<file path="src/rtl/cdt_pkg.sv">
package cdt_pkg;

    localparam int QUBITS_DEF       = 256;
    localparam int MAX_CONTROLS_DEF = 4;
    localparam int DEPTH_BITS_DEF   = 32;

    localparam int FIELD_CONTROLS = 4;
    localparam int ID_BITS        = 8;
    localparam int CNT_BITS       = 32;
    localparam int KIND_SLOTS     = 20;
    localparam int SLOT_BITS      = 5;

    localparam logic [3:0]           KIND_MEASURE = 4'd9;
    localparam logic [SLOT_BITS-1:0] SLOT_MEASURE = 5'd18;

    typedef struct packed {
        logic [3:0]         gate_kind;
        logic               is_controlled;
        logic [ID_BITS-1:0] target_qubit;
        logic [2:0]         control_count;
        logic [ID_BITS-1:0] control_a;
        logic [ID_BITS-1:0] control_b;
        logic [ID_BITS-1:0] control_c;
        logic [ID_BITS-1:0] control_d;
    } gate_in_t;

    typedef struct packed {
        logic [CNT_BITS-1:0] gate_depth;
        logic [CNT_BITS-1:0] total_depth;
        logic [CNT_BITS-1:0] kind_total;
        logic [CNT_BITS-1:0] op_index;
    } gate_out_t;

    // Clamp a value of up to 64 bits to the 32-bit result range.
    function automatic logic [CNT_BITS-1:0] clamp_out(input logic [63:0] v);
        return (|v[63:CNT_BITS]) ? '1 : v[CNT_BITS-1:0];
    endfunction

    function automatic logic [CNT_BITS-1:0] sat_inc_cnt(input logic [CNT_BITS-1:0] v);
        return (&v) ? v : v + 1'b1;
    endfunction

    // Measure shares one slot; other kinds split on the controlled flag.
    function automatic logic [SLOT_BITS-1:0] kind_slot(input logic [3:0] kind, input logic ctl);
        return (kind == KIND_MEASURE) ? SLOT_MEASURE : {kind, ctl};
    endfunction

endpackage

</file>
<file path="src/rtl/cdt_merge.sv">
module cdt_merge
    import cdt_pkg::*;
#(
    parameter int LANES      = 1 + MAX_CONTROLS_DEF,
    parameter int DEPTH_BITS = DEPTH_BITS_DEF
) (
    input  logic                  clk,
    input  logic                  load,
    input  logic [DEPTH_BITS-1:0] lane_depth [LANES],
    output logic [DEPTH_BITS-1:0] top
);

    logic [DEPTH_BITS-1:0] top_reg;
    logic [DEPTH_BITS-1:0] top_next;

    always_comb
    begin
        top_next = lane_depth[0];
        for (int i = 1; i < LANES; i++)
        begin
            if (lane_depth[i] > top_next)
            begin
                top_next = lane_depth[i];
            end
        end
    end

    always_ff @(posedge clk)
    begin
        if (load)
        begin
            top_reg <= top_next;
        end
    end

    assign top = top_reg;

endmodule

</file>
<file path="config.mk">
export PLATFORM = sky130hd
export DESIGN_NAME = cdt_merge
export DESIGN_NICKNAME = d
export VERILOG_FILES = /design/src/rtl/cdt_pkg.sv /design/src/rtl/cdt_merge.sv
export SDC_FILE = /design/constraint.sdc
export NUM_CORES = 1
export LEC_CHECK = 0
export BUFFER_PORTS_ARGS = -buffer_cell sky130_fd_sc_hd__buf_4
export CAP_MARGIN = 20
export CORE_ASPECT_RATIO = 0.5
export CORE_UTILIZATION = 57
export DETAILED_ROUTE_END_ITERATION = 8
export GPL_ROUTABILITY_DRIVEN = 0
export MAX_ROUTING_LAYER = met4
export PLACE_DENSITY = 0.88
export SETUP_SLACK_MARGIN = 0.05
export SYNTH_ARGS = -nofsm -noshare
export SYNTH_HDL_FRONTEND = slang
export SYNTH_SLANG_ARGS = --single-unit
</file>
<file path="constraint.sdc">
create_clock -name clk -period 19.2 [get_ports clk]
set_clock_uncertainty 0.15 [all_clocks]
set_input_delay 2.88 -clock clk [delete_from_list [all_inputs] [get_ports clk]]
set_output_delay 2.88 -clock clk [all_outputs]
set_load 0.1 [all_outputs]
</file>
==> metrics, run 1 <==
TritonCTS Buffers 5; post-synthesis net count roughly 1000; Internal Pwr Total approximately 380 uW; Starting Density roughly 61%; CTS tree yes; drt initial violations approximately 700; Final ANT Viol Nets 0; CP Max Fanout 39; Synth Cell Area around 5900 sq um; final setup violation count 0; Peak supply drop 0.0568 mV; synthesized flop and latch total 32; Sequential Power Share approximately 15%; Post-Syn Area per Cell between 8 and 9 sq um; run status completed; fin crit period 14.69 ns; Worst-Margin Slew around 1.2 ns; critical path arrival 14.67 ns; commonest cells in the netlist ha_1 (126), inv_1 (70), a21oi_1 (67); area grow syn2layout 29.1%; Lkg Pwr roughly 3.8 nW; Max Clock Freq 68.1 MHz; Synth Instances 725; first-pass GRT wire length around 30000 um; Post-synth EDFFs 32; most frequent CP cell buf_4; Worst Path Required 19.18 ns; Ys Warns 0; via count ~6600; post-cts hold buffer count 0; WS Path Type in2reg; die area around 11000 sq um; area of the core between 9000 and 10000 sq um; unrepaired setup endpoints after global routing false; Slew headroom 21.8%; grt ovf 0; wire length per cell between 15 and 20 um; drt pass-1 iters 8; initial antenna violation count 0; Final Core Density about four fifths; max FFs per register 32; Reg clk slew, reported paths 0.06 ns; Hold Violations, Final 0; max-slew violation count 0; crit end category flip-flop; Ports a little under 200; Synth async-reset ratio 0%; site row count 25; Synth area leaders ha_1 (27%), edfxtp_1 (16%), mux2i_1 (10%), nand4_1 (6.2%), a21oi_1 (5.7%); Top FF cell, synth edfxtp_1; WHS 2.74 ns; final WL 19400 um; Final period util 76.5%; sequential fraction of the synthesis area ~16%; vias in the first global route roughly 6000; antenna cells 0; PortBufs between 150 and 200; switching pwr 496 uW; vias per std cell ~6.4; Post-CTS Repair Setup Buffers 0; Comb pwr share 74.6%; Hold Path Class in2reg; CTS resizes 0; Root Buffer clkbuf_16; Sum Neg Setup Slack 0 ns; Synth cell types 53; startpoint types input port; clock buffer depth 2; DP HPWL approximately 15000 um; clock sink total 32; Die H between 70 and 80 um; maxcap violations 0; Net Sw Frac between 50% and 60%; Slowest-stage cell, CP or2_1; DR DRC count 0; most common cell in the netlist ha_1; Die W 146 um; Power Dens Cells approximately 110 nW/um^2; share of the synthesized area in the top cell type about a quarter; gr usage total between 30% and 40%; largest area contributor in the netlist ha_1; # H-tree levels 2; largest net degree at the start of global routing 40; layout cells sized above 1 between 20% and 30%; Critical Path Max Stage Delay 0.64 ns; Clock Power Share 10.6%; Final #Nets ~1200
==> placed cells by master, fill, tap and decap left out, drive strengths merged, types with 27 or more instances in the layout <==
cell type | Yosys | routed
edfxtp | 32 | 32
nand4 | 59 | 59
o21ai | 27 | 27
a21oi | 68 | 68
ha | 126 | 126
mux2i | 60 | 60
inv | 71 | 71
nor2 | 53 | 53
buf | 14 | 199
nand2 | 54 | 54
o311ai | 30 | 30
==> kinds of logic after synthesis <==
group,after synthesis,share of synthesized area (%)
AO/OA/AOI/OAI,189,21.7
adder cells (fa/ha/maj),126,26.6
buffers and inverters,103,7.31
flip-flops,32,16.2
multiplexers,62,10.5
AND/OR/NAND/NOR,213,17.6
==> metal layers <==
layer | global-route usage, % | vias up | routed length (um)
met5 | - | - | 0
met4 | 6.94 | 0 | 321
met3 | 11.7 | 38 | 2970
met2 | 55.8 | 412 | 8360
met1 | 45.8 | 3053 | 7740
li1 | - | 3110 | -
==> per-stage QoR <==
step	power (mW)	area (sq um)	cells	setup slack [ns]
6_report	0.877	7640	1035	4.51
3_3_place_gp	0.743	7420	1025	4.82
4_1_cts	0.854	7580	1033	4.50
3_5_place_dp	0.759	7420	1025	4.36
2_1_floorplan	0.611	5920	725	7.84
5_1_grt	0.918	7640	1035	3.52
==> critical path, delay by kind of cell <==
| family | cells | cell delay [ns] |
|---|---|---|
| buf+inv | 7 | 2.22 |
| simple gates | 12 | 3.15 |
| compound gates | 19 | 4.47 |
| fa+ha+maj | 4 | 1.14 |
| mux | 2 | 0.76 |
==> power by group through the flow <==
stage / logic [mW] / registers, mW / clock network (mW)
6_report: 0.655 / 0.130 / 0.0926
5_1_grt: 0.692 / 0.132 / 0.0936
3_5_place_dp: 0.628 / 0.131 / 0
2_1_floorplan: 0.277 / 0.333 / 0
4_1_cts: 0.633 / 0.130 / 0.0911
3_3_place_gp: 0.613 / 0.130 / 0
==> area by class of cell <==
type,count,area [sq um]
inverters,71,267
fillers,701,2120
well taps,135,169
multi-input cells,590,4550
clock buffers,6,129
clock inverters,2,35.0
flip-flops and latches,32,961
repair buffers,199,1530
==> worst paths after layout <==
path,start,end,slack (ns),cells after the start
worst min-delay path,lane_depth[13],top[13],2.74,3
worst max-delay path,lane_depth[127],top[2],4.51,44
No activity file was read; power rests on OpenSTA's default activity.
==> run 2, diff against run 1 <==
CORE_UTILIZATION = 48   (was 57)
PLACE_DENSITY = 0.79   (was 0.88)
clock period = 12.2 ns   (was 19.2 ns; I/O delays follow)
==> run 2 against run 1 <==
Compared with the run above: non-clock buffer count is 7 higher; worst hold slack worse by 1.0 ns; wire length increased by 1.5%; combinational power up 60%.
==> metrics, run 2 (synthesis results as in run 1) <==
final cell area excluding filler cells 7780 sq um (+1.9%); antenna cells 0 (unchanged); clock sink total 32 (unchanged); site row count 28 (+12%); area grow syn2layout 31.5%; initial antenna violation count 0 (unchanged); met2 WL post-DR 8550 um (+2.2%); Clock Power Share 10.4% (-0.2 points); Hold Path Class in2reg; Top Metal Used met4; Slew headroom 22.7% (+0.88 points); crit end category flip-flop; fillcell total 1006 (+44%); Critical Path Max Stage Delay 0.50 ns (-0.14 ns); layout cells sized above 1 25.8% (+1.8 points); post-cts hold buffer count 0 (unchanged); routed wl met3 1970 um (-34%); # H-tree levels 2 (unchanged); most frequent CP cell a21o_1; vias in the first global route 5819 (-3.3%); grt ovf 0 (unchanged); vias per std cell 6.08 (-4.8%); Sequential Power Share 14.4% (-0.4 points); Lkg Pwr 3.86 nW (+1.0%); largest net degree at the start of global routing 61 (+53%); Final Core Density 65.3% (-13 points); DP HPWL 15800 um (+2.4%); critical path arrival 11.60 ns (-3.07 ns); Slowest-stage cell, CP mux2i_1; Power Dens Cells 180 nW/um^2 (+57%); final WL 19700 um (+1.5%); drt initial violations 707 (+0.57%); switching pwr 790 uW (+59%); clock buffer depth 2 (unchanged); DP Area 7510 sq um (+1.2%); total power 1.40 mW (+60%); max-slew violation count 0 (unchanged); Die H 80.5 um (+8.7%); final setup violation count 0 (unchanged); Final #Nets 1195 (+0.67%); Max Clock Freq approximately 86 MHz; wire length per cell 18.3 um (-2.1%); Comb pwr share 75.2% (+0.6 points); die area 12800 sq um (+18%); M1 wire length 8830 um (+14%); Final ANT Viol Nets 0 (unchanged); DR DRC count 0 (unchanged); Reg clk slew, reported paths 0.06 ns (about the same); commonest non-fill, non-tap cells in the layout buf_4 (202), ha_1 (126), inv_1 (70); area of the multi-input gates 4590 sq um (+1.1%); startpoint types input port; Worst-Margin Slew 1.16 ns (-0.0132 ns); CP Max Fanout 60 (+54%); drt pass-1 iters 5 (-3); WS Path Type in2reg; PortBufs 193 (unchanged); max FFs per register 32 (unchanged); fin crit period around 12 ns; register area 961 sq um (unchanged); Worst Path Required 12.12 ns (-7.06 ns); Root Buffer clkbuf_16; Net Sw Frac 56.4% (-0.19 points); Hold Violations, Final 0 (unchanged); run status completed; area of the core 11900 sq um (+22%); placed cells 1060 (+3.4%); maxcap violations 0 (unchanged); first-pass GRT wire length 29400 um (-0.49%); gr usage total 30.1% (-5.7 points); via count 6528 (-1.3%); CTS tree yes; TritonCTS Buffers 5 (unchanged); Die W 159 um (+8.9%); final std cells w/o fill 1073 (+3.7%); Internal Pwr Total 611 uW (+60%); Peak supply drop 0.142 mV (+150%); commonest non-fill, non-tap cell in the layout buf_4; Ports 194 (unchanged); Final period util 95.7%; Starting Density 49.7% (-11 points)
==> run 2: critical path: cells and delay by family <==
family | cells | cell delay [ns]
AOI/OAI and AO/OA | 23 | 5.15
and+or+nand+nor | 9 | 1.66
adders and majority gates | 4 | 1.30
buffers and inverters | 5 | 0.93
muxes | 2 | 0.66
==> run 2: layout make-up <==
class                   instances  area share (%)
repair buffers                206            20.4
flip-flops and latches         32            12.3
well taps                     165            2.65
inverters                      71            3.42
clock buffers                   5            1.61
clock inverters                 3           0.547
multi-input cells             591            59.0
==> run 2: final timing paths <==
kind	startpoint	cells after the start	end	slack [ns]
max	lane_depth[127]	43	top[22]	0.52
min	lane_depth[23]	3	top[23]	1.69
==> run 2: power by group through the flow <==
| stage | Sequential, mW | Combinational [mW] | Clock, mW |
|---|---|---|---|
| after floorplan | 0.525 | 0.436 | 0 |
| after global placement | 0.203 | 0.981 | 0 |
| after detailed placement | 0.204 | 0.999 | 0 |
| after CTS | 0.202 | 1.01 | 0.145 |
| after global routing | 0.206 | 1.11 | 0.150 |
| final | 0.202 | 1.05 | 0.146 |
==> run 2: per-layer routing <==
layer	up-vias	global-route usage, %
met5	-	-
met4	0	5.67
met3	41	3.82
met2	372	47.5
met1	2982	41.4
li1	3133	-
==> run 2: per-stage QoR <==
| step | worst slack, ns | setup TNS [ns] | hold slack (ns) |
|---|---|---|---|
| 5_1_grt | -0.0748 | -0.193 | 1.70 |
| 4_1_cts | 0.400 | 0 | 1.69 |
| 6_report | 0.522 | 0 | 1.69 |
| 3_3_place_gp | 0.384 | 0 | 1.98 |
| 2_1_floorplan | 1.89 | 0 | 1.79 |
| 3_5_place_dp | 0.160 | 0 | 1.98 |
==> run 2: repair_timing <==
| item | 4_1_cts | 5_1_grt |
|---|---|---|
| gates resized for setup | 0 | 12 |
| setup buffers | 0 | 3 |
| endpoints found under the setup margin | 0 | 32 |
==> run 3, diff against run 2 <==
CAP_MARGIN = not set   (was 20)
CORE_UTILIZATION = 53   (was 48)
PLACE_DENSITY = 0.83   (was 0.79)
clock period = 12.37 ns   (was 12.2 ns; I/O delays follow)
==> run 3 against run 2 <==
Compared with the run above: sequential cell count unchanged; sequential power about the same; critical endpoint is now top[24]; power decreased by 0.82%; core utilization increased by 8.0 points; critical path type unchanged; final area decreased by 0.69%.
==> metrics, run 3 (synthesis results as in run 1) <==
run status completed; Die H 76.7 um (-4.7%); fillcell total 831 (-17%); wire length per cell 18.9 um (+3.2%); max-slew violation count 0 (unchanged); CTS tree yes; Worst Path Required 12.27 ns (+0.15 ns); # H-tree levels 2 (unchanged); area grow syn2layout 30.6%; Reg clk slew, reported paths 0.06 ns (about the same); via count 6641 (+1.7%); vias in the first global route 6126 (+5.3%); routing usage on met2 50.8% (+3.3 points); die area 11600 sq um (-9.3%); Lkg Pwr 3.86 nW (about the same); drt pass-1 iters 8 (+3); Hold Path Class in2reg; WS Path Type in2reg; Power Dens Cells 180 nW/um^2 (-0.13%); drt initial violations 746 (+5.5%); fin crit period about 12 ns; CP Max Fanout 15 (-75%); final setup violation count 0 (unchanged); Slowest-stage cell, CP nor4_1; Starting Density 56.2% (+6.5 points); Root Buffer clkbuf_16; antenna cells 0 (unchanged); vias per std cell 6.31 (+3.8%); clock sink total 32 (unchanged); Ports 194 (unchanged); largest net degree at the start of global routing 40 (-34%); commonest non-fill, non-tap cell in the layout buf_4; Place WS -0.124 ns (-0.284 ns); initial antenna violation count 0 (unchanged); Peak supply drop 0.112 mV (-21%); area of the core 10500 sq um (-12%); routing usage on met3 7.14% (+3.3 points); commonest non-fill, non-tap cells in the layout buf_4 (207), ha_1 (126), inv_1 (70); TritonCTS Buffers 5 (unchanged); setup ws final 0.615 ns (+0.0930 ns); Final ANT Viol Nets 0 (unchanged); GRT busiest layer met2; DR DRC count 0 (unchanged); grt ovf 0 (unchanged); clock buffer depth 2 (unchanged); final WL 19900 um (+1.2%); first-pass GRT wire length 30100 um (+2.5%); site row count 26 (-7.1%); Worst-Margin Slew 1.27 ns (+0.112 ns); Die W 151 um (-4.8%); Max Clock Freq approximately 85 MHz; M1 GR Usage 47.2% (+5.7 points); maxcap violations 0 (unchanged); crit end category flip-flop; Final period util 95.0%; most frequent CP cell buf_4; max FFs per register 32 (unchanged); unrepaired setup endpoints after global routing false; Hold Violations, Final 0 (unchanged); worst hold endpoint top[21]; Critical Path Max Stage Delay 0.48 ns (-0.02 ns); layout cells sized above 1 25.4% (-0.33 points); startpoint types input port; Slew headroom 15.2% (-7.5 points); gr usage total 33.8% (+3.7 points); PortBufs 193 (unchanged); WHS 1.72 ns (+0.0246 ns); critical path arrival 11.65 ns (+0.05 ns); DP HPWL 16100 um (+1.8%); worst hold path startpoint lane_depth[21]; worst hold path cell count 3 (unchanged); Final #Nets 1199 (+0.33%)
-- run 3: cell type report --
cell class | instances | area [sq um] | share of cell area [%]
tap | 140 | 175 | 2.27
clock buffer | 5 | 125 | 1.62
multi-input combinational | 593 | 4580 | 59.3
timing repair buffer | 208 | 1570 | 20.4
inverter | 71 | 267 | 3.45
sequential | 32 | 961 | 12.4
clock inverter | 3 | 42.5 | 0.550
-- run 3: worst max-delay path: cells and delay by family --
| kind | cells | cell delay [ns] |
|---|---|---|
| compound gates | 15 | 3.54 |
| buf+inv | 8 | 1.46 |
| fa+ha+maj | 4 | 1.27 |
| mux | 2 | 0.46 |
| simple gates | 15 | 3.03 |
-- run 3: stage by stage --
stage	power, mW	std cells	area (sq um)	utilization, %	TNS (ns)
after floorplan	0.948	725	5920	-	0
after global placement	1.17	1037	7490	71.1	0
after detailed placement	1.19	1037	7490	71.1	-0.717
after CTS	1.34	1045	7660	72.7	0
after global routing	1.45	1052	7730	73.3	0
final	1.39	1052	7730	73.3	0
-- run 3: how the worst max path moves through the flow --
stage,slack [ns],endpoint,startpoint,cells past startpoint
global placement,0.12,top[24],lane_depth[127],43
global route,0.03,top[24],lane_depth[127],44
finish,0.61,top[24],lane_depth[127],44
detailed placement,-0.12,top[24],lane_depth[127],43
CTS,0.12,top[24],lane_depth[127],43
floorplan,2.03,top[0],lane_depth[159],44
-- run 3: per-layer routing --
metal	wire length, um	vias up
li1	-	3129
met1	8490	3041
met2	8550	433
met3	2610	38
met4	253	0
met5	0	-
-- run 3: where the power goes --
| group | internal (mW) | switching [mW] |
|---|---|---|
| clock | 0.0947 | 0.0518 |
| combinational | 0.319 | 0.725 |
| sequential | 0.186 | 0.0125 |
-- run 3: repair_timing --
action	4_1_cts	5_1_grt
gates resized for setup	0	4
hold buffers	0	0
endpoints found under the setup margin	0	32
setup buffers	0	4
hold endpoints to repair	0	0
